**src/sv/keyed_byte_permutation_unit_assert.svh**
```systemverilog
// ----------------------------------------------------------------------------
// Keyed byte permutation unit - assertion macros
// Clocked on clk, disabled while rst_n is low.
// ----------------------------------------------------------------------------
`ifndef KEYED_BYTE_PERMUTATION_UNIT_ASSERT_SVH
`define KEYED_BYTE_PERMUTATION_UNIT_ASSERT_SVH

// same-cycle implication
`define KBP_ASSERT_IMPLIES(lbl, ante, cons) \
    lbl: assert property (@(posedge clk) disable iff (!rst_n) (ante) |-> (cons)) \
        else $error("keyed_byte_permutation_unit: assertion failed");

// next-cycle implication
`define KBP_ASSERT_NEXT(lbl, ante, cons) \
    lbl: assert property (@(posedge clk) disable iff (!rst_n) (ante) |=> (cons)) \
        else $error("keyed_byte_permutation_unit: assertion failed");

`endif

```
**src/sv/kbp_pkg.sv**
```systemverilog
// ----------------------------------------------------------------------------
// kbp_pkg
// Types and constants of the keyed byte permutation unit.
// ----------------------------------------------------------------------------
package kbp_pkg;

    localparam logic [31:0] HASH_INIT = 32'h314a_bc86;

    // action codes carried on s_axis_tuser
    localparam logic [2:0] ACT_SEED   = 3'd0;
    localparam logic [2:0] ACT_FINISH = 3'd1;
    localparam logic [2:0] ACT_CLEAR  = 3'd2;
    localparam logic [2:0] ACT_FWD    = 3'd3;
    localparam logic [2:0] ACT_INV    = 3'd4;

    typedef enum logic [3:0] {
        ST_IDLE,
        ST_LOOKUP,
        ST_EMIT,
        ST_INIT,
        ST_DIV,
        ST_RDI,
        ST_RDJ,
        ST_WRI,
        ST_WRJ,
        ST_INV_RD,
        ST_INV_WR
    } state_t;

endpackage

```
**src/sv/keyed_byte_permutation_unit.sv**
```systemverilog
// ----------------------------------------------------------------------------
// keyed_byte_permutation_unit
// Keyed byte substitution: seed hash, shuffled table build and lookups.
// ----------------------------------------------------------------------------
// Usage
//   Input stream: s_axis_tuser carries the action, s_axis_tdata the byte.
//   Seed bytes fold into a 32-bit hash; a finish transaction builds the
//   forward and inverse 256-entry tables from it; clear drops the map;
//   forward/inverse transactions translate a byte (pass-through with no map).
//   Every action 0..4 gives one output transaction: m_axis_tdata is the
//   translated byte (zero for other actions), m_axis_tuser the map flag.
//   Action codes 5..7 are accepted and dropped.
// Sequence
//   Seed and clear load the output register directly; lookups go through a registered table read.
//   Finish: 256 table init writes, then 255 swap steps, each a run of the
//   bit-serial remainder unit plus the swap's reads and writes on the
//   single table read port, then a pass filling the inverse table.
//   s_axis_tready is low while a transaction is being worked on.
// Reset / stall
//   rst_n clears the hash to its initial value and drops the map; the
//   tables hold undefined data until a build. One output register sits on
//   the master side; if it is still full the result waits in the block.
// ----------------------------------------------------------------------------
`include "keyed_byte_permutation_unit_assert.svh"

module keyed_byte_permutation_unit
    import kbp_pkg::*;
(
    input  logic       clk,
    input  logic       rst_n,
    input  logic       s_axis_tvalid,
    output logic       s_axis_tready,
    input  logic [7:0] s_axis_tdata,   // [7:0] data_byte
    input  logic [2:0] s_axis_tuser,   // [2:0] action
    output logic       m_axis_tvalid,
    input  logic       m_axis_tready,
    output logic [7:0] m_axis_tdata,   // [7:0] value
    output logic [0:0] m_axis_tuser    // [0] map_active
);

    function automatic logic [31:0] fold_byte(input logic [31:0] h, input logic [7:0] b);
        logic [31:0] x;
        x = (h * 32'd37) ^ {{24{b[7]}}, b};
        return {x[18:0], x[31:19]};
    endfunction

    function automatic logic [31:0] mix_step(input logic [31:0] s);
        logic [31:0] t;
        t = (s << 1) + s;
        return (t << 13) ^ (t >> 19) ^ (t >> 21);
    endfunction

    state_t      state_reg, state_next;
    logic [31:0] hash_reg, hash_next;
    logic [31:0] gen_reg, gen_next;
    logic        valid_reg, valid_next;
    logic [7:0]  k_reg, k_next;
    logic [7:0]  i_reg, i_next;
    logic [31:0] divq_reg, divq_next;
    logic [7:0]  rem_reg, rem_next;
    logic [4:0]  bit_cnt_reg, bit_cnt_next;
    logic [7:0]  t_reg, t_next;
    logic [7:0]  byte_reg, byte_next;
    logic        look_inv_reg, look_inv_next;
    logic [7:0]  pend_reg, pend_next;
    logic        out_valid_reg, out_valid_next;
    logic [7:0]  out_value_reg, out_value_next;
    logic        out_active_reg, out_active_next;

    logic        out_free;
    logic        out_load;
    logic [7:0]  out_load_value;
    logic [8:0]  trial;
    logic [8:0]  diff;
    logic [7:0]  lookup_value;

    // tables
    logic [7:0]  fwd_mem [256];
    logic [7:0]  inv_mem [256];
    logic        fwd_we, inv_we;
    logic [7:0]  fwd_waddr, fwd_wdata, fwd_raddr, fwd_rdata_reg;
    logic [7:0]  inv_waddr, inv_wdata, inv_rdata_reg;

    always_ff @(posedge clk)
    begin
        if (fwd_we)
        begin
            fwd_mem[fwd_waddr] <= fwd_wdata;
        end
        fwd_rdata_reg <= fwd_mem[fwd_raddr];
    end

    always_ff @(posedge clk)
    begin
        if (inv_we)
        begin
            inv_mem[inv_waddr] <= inv_wdata;
        end
        inv_rdata_reg <= inv_mem[s_axis_tdata];
    end

    // remainder unit: one restoring step a cycle
    assign trial = {rem_reg, divq_reg[31]};
    assign diff  = trial - {1'b0, i_reg};

    assign out_free      = !out_valid_reg || m_axis_tready;
    assign s_axis_tready = (state_reg == ST_IDLE);
    assign lookup_value  = valid_reg ? (look_inv_reg ? inv_rdata_reg : fwd_rdata_reg)
                                     : byte_reg;

    always_ff @(posedge clk or negedge rst_n)
    begin
        if (!rst_n)
        begin
            state_reg     <= ST_IDLE;
            hash_reg      <= HASH_INIT;
            gen_reg       <= 32'd0;
            valid_reg     <= 1'b0;
            k_reg         <= 8'd0;
            i_reg         <= 8'd0;
            rem_reg       <= 8'd0;
            bit_cnt_reg   <= 5'd0;
            out_valid_reg <= 1'b0;
        end
        else
        begin
            state_reg     <= state_next;
            hash_reg      <= hash_next;
            gen_reg       <= gen_next;
            valid_reg     <= valid_next;
            k_reg         <= k_next;
            i_reg         <= i_next;
            rem_reg       <= rem_next;
            bit_cnt_reg   <= bit_cnt_next;
            out_valid_reg <= out_valid_next;
        end
    end

    always_ff @(posedge clk)
    begin
        divq_reg       <= divq_next;
        t_reg          <= t_next;
        byte_reg       <= byte_next;
        look_inv_reg   <= look_inv_next;
        pend_reg       <= pend_next;
        out_value_reg  <= out_value_next;
        out_active_reg <= out_active_next;
    end

    always_comb
    begin
        state_next     = state_reg;
        hash_next      = hash_reg;
        gen_next       = gen_reg;
        valid_next     = valid_reg;
        k_next         = k_reg;
        i_next         = i_reg;
        divq_next      = divq_reg;
        rem_next       = rem_reg;
        bit_cnt_next   = bit_cnt_reg;
        t_next         = t_reg;
        byte_next      = byte_reg;
        look_inv_next  = look_inv_reg;
        pend_next      = pend_reg;
        out_load       = 1'b0;
        out_load_value = 8'd0;
        fwd_we         = 1'b0;
        fwd_waddr      = i_reg;
        fwd_wdata      = fwd_rdata_reg;
        fwd_raddr      = s_axis_tdata;
        inv_we         = 1'b0;
        inv_waddr      = fwd_rdata_reg;
        inv_wdata      = k_reg;

        unique case (state_reg)
            ST_IDLE:
            begin
                if (s_axis_tvalid)
                begin
                    unique case (s_axis_tuser)
                        ACT_SEED:
                        begin
                            if (s_axis_tdata != 8'd0)
                            begin
                                hash_next = fold_byte(hash_reg, s_axis_tdata);
                            end
                            pend_next = 8'd0;
                            if (out_free)
                            begin
                                out_load = 1'b1;
                            end
                            else
                            begin
                                state_next = ST_EMIT;
                            end
                        end
                        ACT_FINISH:
                        begin
                            gen_next   = hash_reg;
                            k_next     = 8'd0;
                            state_next = ST_INIT;
                        end
                        ACT_CLEAR:
                        begin
                            valid_next = 1'b0;
                            pend_next  = 8'd0;
                            if (out_free)
                            begin
                                out_load = 1'b1;
                            end
                            else
                            begin
                                state_next = ST_EMIT;
                            end
                        end
                        ACT_FWD, ACT_INV:
                        begin
                            byte_next     = s_axis_tdata;
                            look_inv_next = (s_axis_tuser == ACT_INV);
                            state_next    = ST_LOOKUP;
                        end
                        default:
                        begin
                            // unused codes: dropped
                        end
                    endcase
                end
            end
            ST_LOOKUP:
            begin
                if (out_free)
                begin
                    out_load       = 1'b1;
                    out_load_value = lookup_value;
                    state_next     = ST_IDLE;
                end
                else
                begin
                    pend_next  = lookup_value;
                    state_next = ST_EMIT;
                end
            end
            ST_EMIT:
            begin
                if (out_free)
                begin
                    out_load       = 1'b1;
                    out_load_value = pend_reg;
                    state_next     = ST_IDLE;
                end
            end
            ST_INIT:
            begin
                fwd_we    = 1'b1;
                fwd_waddr = k_reg;
                fwd_wdata = k_reg;
                k_next    = k_reg + 8'd1;
                if (k_reg == 8'hFF)
                begin
                    i_next       = 8'hFF;
                    divq_next    = gen_reg;
                    rem_next     = 8'd0;
                    bit_cnt_next = 5'd0;
                    state_next   = ST_DIV;
                end
            end
            ST_DIV:
            begin
                rem_next     = diff[8] ? trial[7:0] : diff[7:0];
                divq_next    = {divq_reg[30:0], 1'b0};
                bit_cnt_next = bit_cnt_reg + 5'd1;
                if (bit_cnt_reg == 5'd31)
                begin
                    gen_next   = mix_step(gen_reg);
                    state_next = ST_RDI;
                end
            end
            ST_RDI:
            begin
                fwd_raddr  = i_reg;
                state_next = ST_RDJ;
            end
            ST_RDJ:
            begin
                fwd_raddr  = rem_reg;
                t_next     = fwd_rdata_reg;
                state_next = ST_WRI;
            end
            ST_WRI:
            begin
                fwd_we     = 1'b1;
                fwd_waddr  = i_reg;
                fwd_wdata  = fwd_rdata_reg;
                state_next = ST_WRJ;
            end
            ST_WRJ:
            begin
                fwd_we    = 1'b1;
                fwd_waddr = rem_reg;
                fwd_wdata = t_reg;
                if (i_reg == 8'd1)
                begin
                    k_next     = 8'd0;
                    state_next = ST_INV_RD;
                end
                else
                begin
                    i_next       = i_reg - 8'd1;
                    divq_next    = gen_reg;
                    rem_next     = 8'd0;
                    bit_cnt_next = 5'd0;
                    state_next   = ST_DIV;
                end
            end
            ST_INV_RD:
            begin
                fwd_raddr  = k_reg;
                state_next = ST_INV_WR;
            end
            ST_INV_WR:
            begin
                inv_we     = 1'b1;
                k_next     = k_reg + 8'd1;
                state_next = ST_INV_RD;
                if (k_reg == 8'hFF)
                begin
                    valid_next = 1'b1;
                    hash_next  = HASH_INIT;
                    pend_next  = 8'd0;
                    if (out_free)
                    begin
                        out_load   = 1'b1;
                        state_next = ST_IDLE;
                    end
                    else
                    begin
                        state_next = ST_EMIT;
                    end
                end
            end
            default:
            begin
                state_next = ST_IDLE;
            end
        endcase

        // output register
        out_valid_next  = out_valid_reg && !m_axis_tready;
        out_value_next  = out_value_reg;
        out_active_next = out_active_reg;
        if (out_load)
        begin
            out_valid_next  = 1'b1;
            out_value_next  = out_load_value;
            out_active_next = valid_next;
        end
    end

    assign m_axis_tvalid   = out_valid_reg;
    assign m_axis_tdata    = out_value_reg;
    assign m_axis_tuser[0] = out_active_reg;

    `KBP_ASSERT_IMPLIES(a_rem_below_divisor, state_reg == ST_DIV, rem_reg < i_reg)
    `KBP_ASSERT_IMPLIES(a_index_nonzero, state_reg == ST_DIV || state_reg == ST_WRJ, i_reg != 8'd0)
    `KBP_ASSERT_NEXT(a_build_sets_map, state_reg == ST_INV_WR && k_reg == 8'hFF, valid_reg)

endmodule

```
**config.mk**
```make
export PLATFORM = sky130hd
export DESIGN_NAME = keyed_byte_permutation_unit
export DESIGN_NICKNAME = d
export VERILOG_FILES = /design/src/sv/kbp_pkg.sv /design/src/sv/keyed_byte_permutation_unit.sv
export VERILOG_INCLUDE_DIRS = /design/src /design/src/sv
export SDC_FILE = /design/constraint.sdc
export NUM_CORES = 2
export LEC_CHECK = 0
export BUFFER_PORTS_ARGS = -buffer_cell sky130_fd_sc_hd__buf_2
export CORE_MARGIN = 4
export CORE_UTILIZATION = 26
export CTS_CLUSTER_SIZE = 8
export DETAILED_ROUTE_END_ITERATION = 8
export GPL_TIMING_DRIVEN = 0
export SLEW_MARGIN = 20
export SYNTH_ARGS = -nofsm -noshare
export SYNTH_HDL_FRONTEND = slang
export SYNTH_SLANG_ARGS = --single-unit
```
**constraint.sdc**
```tcl
create_clock -name clk -period 15.3 [get_ports clk]
set_input_delay 1.53 -clock clk [delete_from_list [all_inputs] [get_ports clk]]
set_output_delay 1.53 -clock clk [all_outputs]
set_load 0.05 [all_outputs]
```
; ---- Yosys cells after proc, flatten, opt, wreduce, memory -nomap -nowiden
; Memory sizes are Yosys's and may differ from the RTL's. A register that Yosys moved wholly into a read port is not among the register bits.
; Cells that the tools add are included.
[op_classes]
addsub = 5
multipliers = 1
eq_ne = 31
n_mux = 64
bitwise_logic = 3
n_reduce_logical = 26
[op_table]
columns = cell, count
row1 = 2-to-1 mux 32 bit, 9
row2 = one-hot mux 32 bit (2 select lines), 2
row3 = 2-to-1 mux 8 bit, 15
row4 = one-hot mux 32 bit (3 select lines), 1
row5 = one-hot mux 8 bit (3 select lines), 4
row6 = one-hot mux 8 bit (2 select lines), 4
row7 = one-hot mux 4 bit (11 select lines), 1
row8 = adder 32 bit, 1
row9 = "multiplier 32 x 6 -> 32 bit, second input constant", 1
row10 = XOR 32 x 11 -> 32 bit, 1
row11 = XOR 32 x 13 -> 32 bit, 1
row12 = XOR 32 bit, 1
row13 = 2-to-1 mux 4 bit, 7
row14 = "!= test 2 bit, second input constant", 9
row15 = "equality test 4 x 3 -> 1 bit, second input constant", 4
row16 = one-hot mux 5 bit (3 select lines), 1
row17 = 2-to-1 mux 1 bit, 14
row18 = "equality test 4 bit, second input constant", 3
row19 = one-hot mux 4 bit (3 select lines), 1
row20 = 2-to-1 mux 5 bit, 2
row21 = AND reduction 5 bit, 2
row22 = AND reduction 3 bit, 3
row23 = nonzero test 3 bit, 3
row24 = subtractor 9 x 8 -> 9 bit, 1
row25 = other kinds (28), 39
[word_totals]
register_bits = 165
mem_bits_rw = 4096
memories = 2
[memory_table]
columns = memory, depth, width, read_ports, rd_ports_with_merged_regs, wr, line
row1 = fwd_mem, 256, 8, 1, 1, 1, keyed_byte_permutation_unit.sv:78  ; logic [7:0] fwd_mem [256];
row2 = inv_mem, 256, 8, 1, 1, 1, keyed_byte_permutation_unit.sv:79  ; logic [7:0] inv_mem [256];

; ---- Longest topological paths before layout
[logic_depth]
depth_word = 7
depth_mapped = 16

; ---- Worst setup path after synthesis
; OpenSTA, ideal clock, no wires.
[synth_path]
path_type = register to register
from = register k_reg[6] (netlist: inv_wdata[6])
to = memory fwd_mem[0][6], data pin
arrival_time_ns = 6.964
required_time_ns = 14.436
path_slack_ns = 7.471
stages_incl_launch_ff = 3
n_path_buf = 0
synth_period_minus_slack_ns = 7.829
cell_sequence = dfrtp_1 > and2_1 > a221o_1
[synth_between]
elab_chain_len = 1
[synth_lines]
columns = item, line
row1 = start: declaration, keyed_byte_permutation_unit.sv:57  ; logic [7:0] k_reg, k_next;
row2 = start signal: assignment, keyed_byte_permutation_unit.sv:131  ; k_reg <= k_next;
row3 = one-hot mux 8 bit (2 select lines), keyed_byte_permutation_unit.sv:175  ; unique case (state_reg)
row4 = via fwd_wdata[6], keyed_byte_permutation_unit.sv:81  ; logic [7:0] fwd_waddr, fwd_wdata, fwd_raddr, fwd_rdata_reg;
row5 = end: declaration, keyed_byte_permutation_unit.sv:78
; The timed path passes the listed nets, and every way through them passes these cells.

; ---- Final worst setup path
[layout_path]
from = input s_axis_tdata[2]
to = register fwd_rdata_reg[1], read port of fwd_mem
[layout_between]
elab_chain_len = 1
[layout_lines]
columns = item, line
row1 = start: declaration, keyed_byte_permutation_unit.sv:33  ; input logic [7:0] s_axis_tdata,
row2 = one-hot mux 8 bit (3 select lines), keyed_byte_permutation_unit.sv:175
row3 = end: declaration, keyed_byte_permutation_unit.sv:81
; No other way between the ends.
; A chain may end at the register's enable or synchronous reset.

==> metrics.md <==
| Metric | Value |
|---|---|
| CP arrival | `8.10 ns` |
| Syn avg cell area | `16.2 µm²` |
| Row count | `299` |
| Slew Limit Fails | `0` |
| Relative slew slack | `8.96%` |
| CP Launch Type | `primary input` |
| Die height | `825 µm` |
| Routed Antenna Nets | `0` |
| Clock buffer depth | `4` |
| Post-synth EDFFs | `4162` |
| Hold Vio Cnt, Final | `0` |
| Netlist cell types | `78` |
| 1st-iter DRT viols | `17252` |
| DIE WIDTH | `825 µm` |
| Status | `complete, no violations` |
| Vias in the first global route | `101094` |
| Port Buffer Count | `25` |
| First-pass GRT wire length | `822 mm` |
| GRT Residual Overflow | `0` |
| Min-delay src | `fwd_rdata_reg[7]` |
| Synth Flop Type | `edfxtp_1` |
| Placer Congestion | `1.02` |
| Post-CTS repair timing setup buffer count | `0` |
| Clock slew at reported path FFs | `0.06 ns` |
| Final core occ | `30.8%` |
| DP Wirelength | `423 mm` |
| Per-cell routed wire length | `29.4 µm` |
| Post-synthesis sequential area ratio | `73.6%` |
| Initial antenna violation count | `101` |
| Synth top cells by count | `edfxtp_1 (4162), nand2_1 (1873), mux4_2 (680)` |
| Syn Inst Count | `10723` |
| Core box area | `664000 µm²` |
| Non-filler cells, final | `20557` |
| Min cycle time layout | `7.33 ns` |
| TritonCTS buffer count | `606` |
| Mapped Area | `174000 µm²` |
| P&R area growth vs syn | `17.8%` |
| Initial Utilization | `26.1%` |
| Final period utilization | `47.9%` |
| Lkg Pwr | `71.8 nW` |
| Root Driver | `clkbuf_16` |
| Synthesized flop and latch total | `4277` |
| Peak supply drop | `125 µV` |
| Share of the synthesized area in the top cell type | `72.0%` |
| Pre-antenna DRT Iters | `7` |
| Critical path type | `primary input to register` |
| RSZ-0062 raised after global routing | `false` |
| I/O pins | `26` |
| Clock skew | `0.0871 ns` |
| Largest area contributor in the netlist | `edfxtp_1` |
| Setup crit start | `s_axis_tdata[2]` |
| Yosys warns | `0` |
| Via-to-Cell Ratio | `5.20` |
| CTS tree | `done` |
| Vias post-DR | `106817` |
| Synth async-reset ratio | `2.31%` |
| Worst min-delay path class | `register to register` |
| Slew @ Worst Pin | `1.37 ns` |
| Clock insertion delay at the later pin of the skew report | `1.09 ns` |
| Worst r2r src | `state_reg[1]` |
| Synth top area cells | `edfxtp_1 (72%), mux4_2 (8.8%), nand2_1 (4.0%), and3_1 (1.5%), mux2i_1 (1.4%)` |
| Placed cells | `19733` |
| Largest net degree at the start of global routing | `75` |
| Final nets | `11636` |
| Worst Path Required | `16.07 ns` |
| Synthesized net count | `10894` |
| Final setup vio count | `0` |
| Pwr Density | `130 nW/µm²` |
| DRC viols | `0` |
| H-tree levels | `6` |
| Clock sink count | `4277` |
| Top-count cell post-synth | `edfxtp_1` |
| GRT Util Overall | `17.0%` |
| Maxcap violations | `0` |
| Hold buffers post-CTS | `0` |
| CP Max Fanout | `10` |
| Share of cells above drive strength 1 | `15.9%` |
| Die area | `681000 µm²` |
| Post_cts resized | `0` |
| Crit path capture type | `register` |
| Max Clk Rate | `136 MHz` |
| Biggest regs | `fwd_mem: 2048 flops, inv_mem: 2048 flops` |
| Wirelength, routed | `604 mm` |
## path summary, 6_finish.rpt
check / end / slack (ns) / depth (start not counted)
hold reg to reg: t_reg[7] / 0.42 / 0
max in group asynchronous: rem_reg[3] / 14.18 / 2
setup reg to reg: fwd_rdata_reg[4] / 8.33 / 12
hold / removal: t_reg[7] / 0.42 / 0
setup / recovery: fwd_rdata_reg[1] / 7.97 / 12
min in group asynchronous: hash_reg[27] / 0.44 / 1
## worst max-delay path: stages
cell      delay [ns]
buf_2           0.25
clkbuf_1        0.78
a221o_1         0.27
buf_2           0.50
buf_2           0.49
clkbuf_2        0.61
clkbuf_1        1.02
and3_1          0.32
a211oi_1        0.11
nor4_1          0.90
a31oi_1         0.40
or4_1           0.88
## placed cells by master (no fill, tap or decap), types with 28 or more instances in the layout
master | Yosys | routed
a211oi_1 | 241 | 241
clkbuf_2 | 0 | 94
buf_16 | 0 | 59
nand3_1 | 417 | 417
nand2_1 | 1873 | 1872
xnor2_1 | 83 | 82
buf_2 | 131 | 183
inv_1 | 162 | 161
dfrtp_1 | 85 | 77
edfxtp_1 | 4162 | 4162
ha_1 | 128 | 128
nor4_1 | 40 | 36
nor2_1 | 632 | 610
clkbuf_16 | 0 | 613
a22oi_1 | 33 | 33
clkbuf_1 | 395 | 378
buf_1 | 113 | 74
fa_1 | 28 | 28
buf_12 | 0 | 29
o21ai_0 | 98 | 98
mux4_2 | 680 | 680
diode_2 | 0 | 93
a21oi_1 | 94 | 94
mux2i_1 | 244 | 244
a31oi_1 | 250 | 246
and3_1 | 423 | 423
and4_1 | 31 | 31
## power by group
| group | internal [mW] | switching, mW | total, mW |
|---|---|---|---|
| Combinational | 0.322 | 1.13 | 1.45 |
| Clock | 7.15 | 4.90 | 12.1 |
| Sequential | 13.0 | 0.00472 | 13.0 |
## cells by family after synthesis
group / share of synthesized area [%]
buf+inv: 1.93
compound gates: 3.56
mux: 10.2
simple gates: 8.91
flops: 73.6
xor+xnor: 0.535
fa+ha+maj: 1.25
## cell type report
class                           instances  area (µm²)
Antenna cell                           93         233
Buffer                                657        2900
Clock buffer                          679       15600
Clock inverter                         49         860
Fill cell                           64863      460000
Inverter                              162         608
Multi-Input combinational cell       5627       42800
Sequential cell                      4277      128000
Tap cell                             8879       11100
Timing Repair Buffer                  134        2570
## per-stage QoR
step	area [µm²]	power, mW	worst slack [ns]	TNS (ns)	hold WS (ns)
2_1_floorplan	174000	13.9	7.47	0	0.406
3_3_place_gp	185000	14.7	-1.99	-2595.58	0.414
3_5_place_dp	188000	14.6	7.64	0	0.411
4_1_cts	204000	26.5	8.70	0	0.381
5_1_grt	204000	27.1	8.53	0	0.426
6_report	204000	26.5	7.97	0	0.418
## routing by layer
layer	routed length (µm)	part of all wire, %	up-vias	track usage, %
li1	-	-	42757	-
met1	229000	38	55005	22.4
met2	259000	43	7515	25.0
met3	78200	13	1518	5.42
met4	38200	6.3	22	9.34
met5	416	0.069	-	0.259
(Power assumes the default switching activity.)
